[config.mk]
export PLATFORM = sky130hd
export DESIGN_NAME = kv_request_packet_parser_top
export DESIGN_NICKNAME = d
export VERILOG_FILES = /design/src/rtl/kvrpp_pkg.sv /design/src/rtl/kv_request_packet_parser_top.sv
export SDC_FILE = /design/constraint.sdc
export NUM_CORES = 1
export LEC_CHECK = 0
export BUFFER_PORTS_ARGS = -buffer_cell sky130_fd_sc_hd__buf_2
export CAP_MARGIN = 20
export CELL_PAD_IN_SITES_DETAIL_PLACEMENT = 2
export CELL_PAD_IN_SITES_GLOBAL_PLACEMENT = 2
export CORE_ASPECT_RATIO = 0.7
export CORE_MARGIN = 2
export CORE_UTILIZATION = 40
export DETAILED_ROUTE_END_ITERATION = 6
export GPL_TIMING_DRIVEN = 0
export PLACE_DENSITY_LB_ADDON = 0.05
export SYNTH_ARGS = -nofsm -noshare
export SYNTH_HDL_FRONTEND = slang
export SYNTH_SLANG_ARGS = --single-unit
export TNS_END_PERCENT = 30
[constraint.sdc]
create_clock -name clk -period 6.5 [get_ports clk]
set_clock_uncertainty 0.2 [all_clocks]
set_input_delay 0.325 -clock clk [delete_from_list [all_inputs] [get_ports clk]]
set_output_delay 0.325 -clock clk [all_outputs]
set_load 0.005 [all_outputs]
[src/rtl/kvrpp_pkg.sv]
// ---------------------------------------------------------------------------
// kvrpp_pkg
// Codes and helpers shared by the request packet parser and its checker.
// ---------------------------------------------------------------------------
package kvrpp_pkg;

	// Parse phases
	localparam logic [2:0] PH_TYPE     = 3'd0;
	localparam logic [2:0] PH_KEYLEN   = 3'd1;
	localparam logic [2:0] PH_KEY      = 3'd2;
	localparam logic [2:0] PH_VLEN     = 3'd3;
	localparam logic [2:0] PH_VALUE    = 3'd4;
	localparam logic [2:0] PH_COMPLETE = 3'd5;

	// Byte tags on the result
	localparam logic [1:0] BK_HEADER = 2'd0;
	localparam logic [1:0] BK_KEY    = 2'd1;
	localparam logic [1:0] BK_VALUE  = 2'd2;
	localparam logic [1:0] BK_EXCESS = 2'd3;

	// Request kinds; KIND_NONE marks an unknown type word
	localparam logic [2:0] KIND_PUT    = 3'd0;
	localparam logic [2:0] KIND_GET    = 3'd1;
	localparam logic [2:0] KIND_GETC   = 3'd2;
	localparam logic [2:0] KIND_DELETE = 3'd3;
	localparam logic [2:0] KIND_NONE   = 3'd4;

	// Configuration register indexes
	localparam logic [1:0] CFG_PUT    = 2'd0;
	localparam logic [1:0] CFG_GET    = 2'd1;
	localparam logic [1:0] CFG_GETC   = 2'd2;
	localparam logic [1:0] CFG_DELETE = 2'd3;

	// Header field sizes in bytes
	localparam logic [31:0] TYPE_BYTES = 32'd4;
	localparam logic [31:0] VLEN_BYTES = 32'd4;

	// Classify a type word; earlier codes win where codes overlap
	function automatic logic [2:0] kind_of(
		input logic [31:0] tw,
		input logic [31:0] put_c,
		input logic [31:0] get_c,
		input logic [31:0] getc_c,
		input logic [31:0] del_c
	);
		logic [2:0] k;
		k = KIND_NONE;
		if (tw == put_c) k = KIND_PUT;
		else if (tw == get_c) k = KIND_GET;
		else if (tw == getc_c) k = KIND_GETC;
		else if (tw == del_c) k = KIND_DELETE;
		return k;
	endfunction

endpackage

[src/rtl/kv_request_packet_parser_top.sv]
// ---------------------------------------------------------------------------
// kv_request_packet_parser_top
// Parses key/value request packets one byte per request and tags each byte;
// the last byte's result carries verdict, kind, lengths and identifier.
// ---------------------------------------------------------------------------
//  channel  | handshake              | payload
//  ---------+------------------------+------------------------------------------
//  request  | req_valid / req_ready  | data_byte, last_byte, request_id
//  result   | rsp_valid / rsp_ready  | byte_kind, payload_byte, packet_done,
//           |                        | packet_ok, request_kind, key_length,
//           |                        | value_length, id_out
//  config   | cfg_we                 | cfg_index, cfg_data
//
// One request per cycle; its result is loaded into the result register at
// acceptance. The parse state and the result register update in the
// same edge, so the limit is the single compare/update path per byte.
// A stalled result holds; a new request is taken in the cycle the held
// result leaves. Reset clears the parse state and loads the default codes.
// ---------------------------------------------------------------------------
module kv_request_packet_parser_top (
	input  logic        clk,
	input  logic        arst_n,
	// request channel
	input  logic        req_valid,
	output logic        req_ready,
	input  logic [7:0]  data_byte,
	input  logic        last_byte,
	input  logic [63:0] request_id,
	// result channel
	output logic        rsp_valid,
	input  logic        rsp_ready,
	output logic [1:0]  byte_kind,
	output logic [7:0]  payload_byte,
	output logic        packet_done,
	output logic        packet_ok,
	output logic [1:0]  request_kind,
	output logic [7:0]  key_length,
	output logic [31:0] value_length,
	output logic [63:0] id_out,
	// configuration
	input  logic        cfg_we,
	input  logic [1:0]  cfg_index,
	input  logic [31:0] cfg_data
);
	import kvrpp_pkg::*;

	// configuration registers
	logic [31:0] put_code_q, get_code_q, getc_code_q, delete_code_q;

	// parse state
	logic [2:0]  phase_q;
	logic [31:0] field_cnt_q;
	logic [31:0] type_word_q;
	logic [7:0]  key_len_q;
	logic [31:0] value_len_q;
	logic        error_q;
	logic [63:0] held_id_q;

	// next parse state
	logic [2:0]  phase_n;
	logic [31:0] field_cnt_n;
	logic [31:0] type_word_n;
	logic [7:0]  key_len_n;
	logic [31:0] value_len_n;
	logic        error_n;
	logic [63:0] held_id_n;

	// result register
	logic        rsp_valid_q;
	logic [1:0]  byte_kind_q;
	logic [7:0]  payload_byte_q;
	logic        packet_done_q;
	logic        packet_ok_q;
	logic [1:0]  request_kind_q;
	logic [7:0]  key_length_q;
	logic [31:0] value_length_q;
	logic [63:0] id_out_q;

	logic        accept;
	logic [31:0] cnt_inc;
	logic [2:0]  kind;
	logic [1:0]  bkind;
	logic        ok;

	// take a request whenever the result slot is free or draining
	assign req_ready = !rsp_valid_q || rsp_ready;
	assign accept    = req_valid && req_ready;
	assign cnt_inc   = field_cnt_q + 32'd1;
	assign kind      = kind_of(type_word_n, put_code_q, get_code_q, getc_code_q,
		delete_code_q);

	// parse one byte
	always_comb begin
		phase_n     = phase_q;
		field_cnt_n = field_cnt_q;
		type_word_n = type_word_q;
		key_len_n   = key_len_q;
		value_len_n = value_len_q;
		error_n     = error_q;
		held_id_n   = held_id_q;
		bkind       = BK_EXCESS;
		if (!error_q && phase_q == PH_TYPE && field_cnt_q == 32'd0) begin
			held_id_n = request_id;
		end
		if (!error_q) begin
			unique case (phase_q)
				PH_TYPE: begin
					bkind       = BK_HEADER;
					type_word_n = {type_word_q[23:0], data_byte};
					field_cnt_n = cnt_inc;
					if (cnt_inc >= TYPE_BYTES) begin
						phase_n     = PH_KEYLEN;
						field_cnt_n = 32'd0;
					end
				end
				PH_KEYLEN: begin
					bkind       = BK_HEADER;
					key_len_n   = data_byte;
					field_cnt_n = 32'd0;
					if (data_byte == 8'd0) begin
						// empty key: check the type right away
						if (kind == KIND_PUT) phase_n = PH_VLEN;
						else if (kind == KIND_NONE) error_n = 1'b1;
						else phase_n = PH_COMPLETE;
					end else begin
						phase_n = PH_KEY;
					end
				end
				PH_KEY: begin
					bkind = BK_KEY;
					if (data_byte == 8'd0) begin
						error_n = 1'b1;
					end else begin
						field_cnt_n = cnt_inc;
						if (cnt_inc >= {24'd0, key_len_q}) begin
							field_cnt_n = 32'd0;
							if (kind == KIND_PUT) phase_n = PH_VLEN;
							else if (kind == KIND_NONE) error_n = 1'b1;
							else phase_n = PH_COMPLETE;
						end
					end
				end
				PH_VLEN: begin
					bkind       = BK_HEADER;
					value_len_n = {value_len_q[23:0], data_byte};
					field_cnt_n = cnt_inc;
					if (cnt_inc >= VLEN_BYTES) begin
						field_cnt_n = 32'd0;
						phase_n     = (value_len_n == 32'd0) ? PH_COMPLETE : PH_VALUE;
					end
				end
				PH_VALUE: begin
					bkind       = BK_VALUE;
					field_cnt_n = cnt_inc;
					if (cnt_inc >= value_len_q) phase_n = PH_COMPLETE;
				end
				default: begin
					// byte past the end of the parsed packet
					bkind   = BK_EXCESS;
					error_n = 1'b1;
				end
			endcase
		end
		ok = last_byte && !error_n && phase_n == PH_COMPLETE && kind != KIND_NONE;
	end

	// write configuration registers
	always_ff @(posedge clk or negedge arst_n) begin
		if (!arst_n) begin
			put_code_q    <= 32'd1;
			get_code_q    <= 32'd2;
			getc_code_q   <= 32'd3;
			delete_code_q <= 32'd4;
		end else if (cfg_we) begin
			unique case (cfg_index)
				CFG_PUT:    put_code_q    <= cfg_data;
				CFG_GET:    get_code_q    <= cfg_data;
				CFG_GETC:   getc_code_q   <= cfg_data;
				CFG_DELETE: delete_code_q <= cfg_data;
				default:    put_code_q    <= put_code_q;
			endcase
		end
	end

	// advance parse state; clear it at the end of each packet
	always_ff @(posedge clk or negedge arst_n) begin
		if (!arst_n) begin
			phase_q     <= PH_TYPE;
			field_cnt_q <= 32'd0;
			type_word_q <= 32'd0;
			key_len_q   <= 8'd0;
			value_len_q <= 32'd0;
			error_q     <= 1'b0;
			held_id_q   <= 64'd0;
		end else if (accept) begin
			held_id_q <= held_id_n;
			if (last_byte) begin
				phase_q     <= PH_TYPE;
				field_cnt_q <= 32'd0;
				type_word_q <= 32'd0;
				key_len_q   <= 8'd0;
				value_len_q <= 32'd0;
				error_q     <= 1'b0;
			end else begin
				phase_q     <= phase_n;
				field_cnt_q <= field_cnt_n;
				type_word_q <= type_word_n;
				key_len_q   <= key_len_n;
				value_len_q <= value_len_n;
				error_q     <= error_n;
			end
		end
	end

	// hold result valid until taken
	always_ff @(posedge clk or negedge arst_n) begin
		if (!arst_n) begin
			rsp_valid_q <= 1'b0;
		end else if (req_ready) begin
			rsp_valid_q <= req_valid;
		end
	end

	// load result payload
	always_ff @(posedge clk) begin
		if (accept) begin
			byte_kind_q    <= bkind;
			payload_byte_q <= data_byte;
			packet_done_q  <= last_byte;
			packet_ok_q    <= ok;
			request_kind_q <= ok ? kind[1:0] : 2'd0;
			key_length_q   <= ok ? key_len_n : 8'd0;
			value_length_q <= (ok && kind == KIND_PUT) ? value_len_n : 32'd0;
			id_out_q       <= held_id_n;
		end
	end

	assign rsp_valid    = rsp_valid_q;
	assign byte_kind    = byte_kind_q;
	assign payload_byte = payload_byte_q;
	assign packet_done  = packet_done_q;
	assign packet_ok    = packet_ok_q;
	assign request_kind = request_kind_q;
	assign key_length   = key_length_q;
	assign value_length = value_length_q;
	assign id_out       = id_out_q;

endmodule

==> summary.md <==
| Metric | Value |
|---|---|
| Largest net degree at the start of global routing | `approximately 120` |
| Area growth, synth to finish | `21.7%` |
| Syn_nets | `around 2,200` |
| Post-synth EDFFs | `118` |
| Share of layout cells above drive strength 1 | `0.236` |
| Worst-skew pair later-pin latency | `610 ps` |
| CTS Root Cell | `clkbuf_16` |
| Minimum clock period | `6110 ps` |
| CP endpoint kind | `register` |
| Pre-antenna DRT Iters | `7` |
| Hold Fails Final Rpt | `0` |
| Sequential element share of the synthesized area | `0.498` |
| Crit Path Category | `reg2reg` |
| Final period utilization | `0.939` |
| Async set-reset flop share out of synthesis | `0.718` |
| Fin nets | `2,567` |
| # H-tree levels | `2` |
| Die area | `~58,000 um^2` |
| CTS tree | `done` |
| Peak VDD IR | `0.290 mV` |
| # clock sinks | `419` |
| WL/cell | `roughly 34 um` |
| Fin. max-slew vios | `0` |
| CTS Hold Bufs | `108` |
| Core area | `55,100 um^2` |
| DRC | `0` |
| Met1 Resource Use GR | `0.550` |
| P_leak | `11.5 nW` |
| M3 GR Usage | `0.0983` |
| Yosys reg bits | `419` |
| Combinational fraction of design power | `0.349` |
| Top Usage Layer GRT | `met2` |
| Vias | `19,491` |
| Ys Warns | `0` |
| Most common cell after layout, fill and taps aside | `dfrtp_1` |
| Register share of total power | `0.385` |
| DIE HEIGHT | `201 um` |
| Nature of the critical path startpoint | `register` |
| Via/cell ratio | `6.11` |
| Critical Path RT | `6590 ps` |
| Port Buf Inserts | `roughly 230` |
| Outcome | `finished clean` |
| Max-Slew Margin vs Limit | `0.204` |
| Fin Hold WS | `about 100 ps` |
| Max-Cap Viols | `0` |
| Ports | `about 230` |
| Routed wire length | `108 mm` |
| DRT antenna net count | `0` |
| Worst min path class | `in2reg` |
| Pwr dens | `375 nW/um^2` |
| Worst Max-Slew Pin Slew | `1180 ps` |
| Post-CTS setup buffers | `0` |
| Clock-pin transition on the worst setup and hold timing paths | `roughly 70 ps` |
| Vias in the first global route | `21,125` |
| HPWL after DPL | `72.8 mm` |
| RSZ-0062 raised after global routing | `no` |
| Main synth FF type | `dfrtp_1` |
| Most frequent cells in the layout | `296 x dfrtp_1, 256 x buf_2, 252 x nand2_1` |
| Final setup fails | `0` |
| Post-layout util | `0.491` |
| DR iter-0 viols | `2,025` |
| Placed cell count | `2,994` |
| Total track usage | `0.375` |
| Met2 Use GR | `0.557` |
| Num rows | `slightly above 70` |
| Synth cell types | `84` |
| Crit path max fanout | `10` |
| Max Buffers Root-to-Sink | `3` |
| TritonCTS Buffers | `46` |
| Syn Area/Cell | `11.0 um^2` |
| Clock power frac | `0.266` |
| Ant diodes | `0` |
| # fillers | `between 5,000 and 6,000` |
| Net load switching power | `4.05 mW` |
| Die W | `between 200 and 300 um` |
| Synth Cell Area | `around 22,000 um^2` |
| GP Congestion | `0.986` |
| CP arrival | `6200 ps` |
| First-pass GRT wire length | `157 mm` |
| Sw Share | `0.399` |
| Final Instance Count excl. Fillers | `approximately 3,200` |
| Initial antenna violation count | `5` |
| Post-CTS sizing | `0` |
| Synth Instances | `approximately 2,000` |
| Max frequency | `164 MHz` |
| Initial Util | `0.404` |
| Int Power | `6.10 mW` |
| Total grt overflow | `0` |
==> metal layers <==
layer  wire length (um)  up-vias
met2              46400      886
met5                  0        -
met1              49600    10362
met3              10000      128
li1                   -     8115
met4               1960        0
==> power groups by stage <==
stage | Clock [mW] | Sequential [mW] | Combinational [mW]
after floorplan | 0 | 3.65 | 1.96
after CTS | 2.68 | 3.83 | 3.31
after global routing | 2.83 | 3.93 | 3.70
after detailed placement | 0 | 3.86 | 3.22
final | 2.70 | 3.91 | 3.54
after global placement | 0 | 3.82 | 3.06
==> path summary, 6_finish.rpt <==
path | start | to | slack, ps | depth (start not counted)
setup / recovery | phase_q[1] | request_kind[0] | 390 | 13
hold / removal | cfg_we | get_code_q[0] | 100 | 3
setup reg to reg | phase_q[1] | request_kind[0] | 390 | 13
hold reg to reg | held_id_q[57] | held_id_q[57] | 290 | 2
max in group asynchronous | arst_n | field_cnt_q[23] | 4880 | 3
min in group asynchronous | arst_n | delete_code_q[6] | 130 | 2
==> final cells by class <==
cell class	instances	area (um^2)	share of cell area
Buffer	138	593	0.0219
Sequential cell	419	11100	0.409
Clock inverter	20	209	0.00771
Tap cell	740	926	0.0342
Timing Repair Buffer	349	2400	0.0887
Clock buffer	66	1280	0.0471
Inverter	107	402	0.0148
Multi-Input combinational cell	1352	10200	0.377
==> synth_stat cells (8+ instances only) <==
| cell | n | area share |
|---|---|---|
| a21o_1 | 19 | 0.0064 |
| xor2_1 | 84 | 0.033 |
| xnor2_1 | 76 | 0.030 |
| a211oi_1 | 10 | 0.0034 |
| o21ai_0 | 34 | 0.0076 |
| buf_1 | 11 | 0.0019 |
| nor3_1 | 42 | 0.0094 |
| nor4_1 | 41 | 0.012 |
| nand2b_1 | 25 | 0.0070 |
| a22o_1 | 98 | 0.039 |
| nor4_2 | 33 | 0.019 |
| clkbuf_1 | 97 | 0.016 |
| nand3_1 | 32 | 0.0072 |
| dfrtp_1 | 296 | 0.33 |
| a221oi_1 | 10 | 0.0039 |
| a21oi_1 | 48 | 0.011 |
| edfxtp_1 | 118 | 0.16 |
| a222oi_1 | 8 | 0.0036 |
| a31oi_1 | 8 | 0.0022 |
| nor2_1 | 46 | 0.0078 |
| ha_1 | 42 | 0.024 |
| mux2i_1 | 63 | 0.028 |
| mux2_2 | 187 | 0.095 |
| and3_1 | 10 | 0.0028 |
| o211ai_1 | 10 | 0.0034 |
| nand4_1 | 29 | 0.0081 |
| o2111ai_1 | 12 | 0.0047 |
| buf_2 | 23 | 0.0052 |
| inv_1 | 105 | 0.018 |
| o22ai_1 | 18 | 0.0051 |
| nand2_1 | 252 | 0.042 |
| o221ai_1 | 10 | 0.0039 |
==> metrics by stage <==
step / setup WS [ps] / total power [mW] / setup TNS (ps) / instance area, um^2
finish: 393 / 10.1 / 0 / 27100
global route: 351 / 10.5 / 0 / 27100
CTS: 637 / 9.82 / 0 / 27100
detailed placement: 705 / 7.07 / 0 / 24500
global placement: -1260 / 6.88 / -473310 / 24400
floorplan: 1580 / 5.61 / 0 / 22300
==> critical path: stages, from the launching register on <==
cell and delay (ps):
dfrtp_1 450, or4_4 640, buf_6 200, buf_2 220, clkbuf_1 480, nor3_1 330, a211oi_1 90, a21oi_1 430
nand3_1 230, nor4_1 1030, nor4_2 200, a211o_1 350, buf_6 160, a2111oi_2 750
==> cell families after synthesis <==
group                    synth area share
AO/OA/AOI/OAI                       0.116
AND/OR/NAND/NOR                     0.132
XOR/XNOR                           0.0629
buffers and inverters              0.0445
flip-flops                          0.498
multiplexers                        0.123
adder cells (fa/ha/maj)            0.0236
Note: power is estimated with default switching activity, not from simulation.
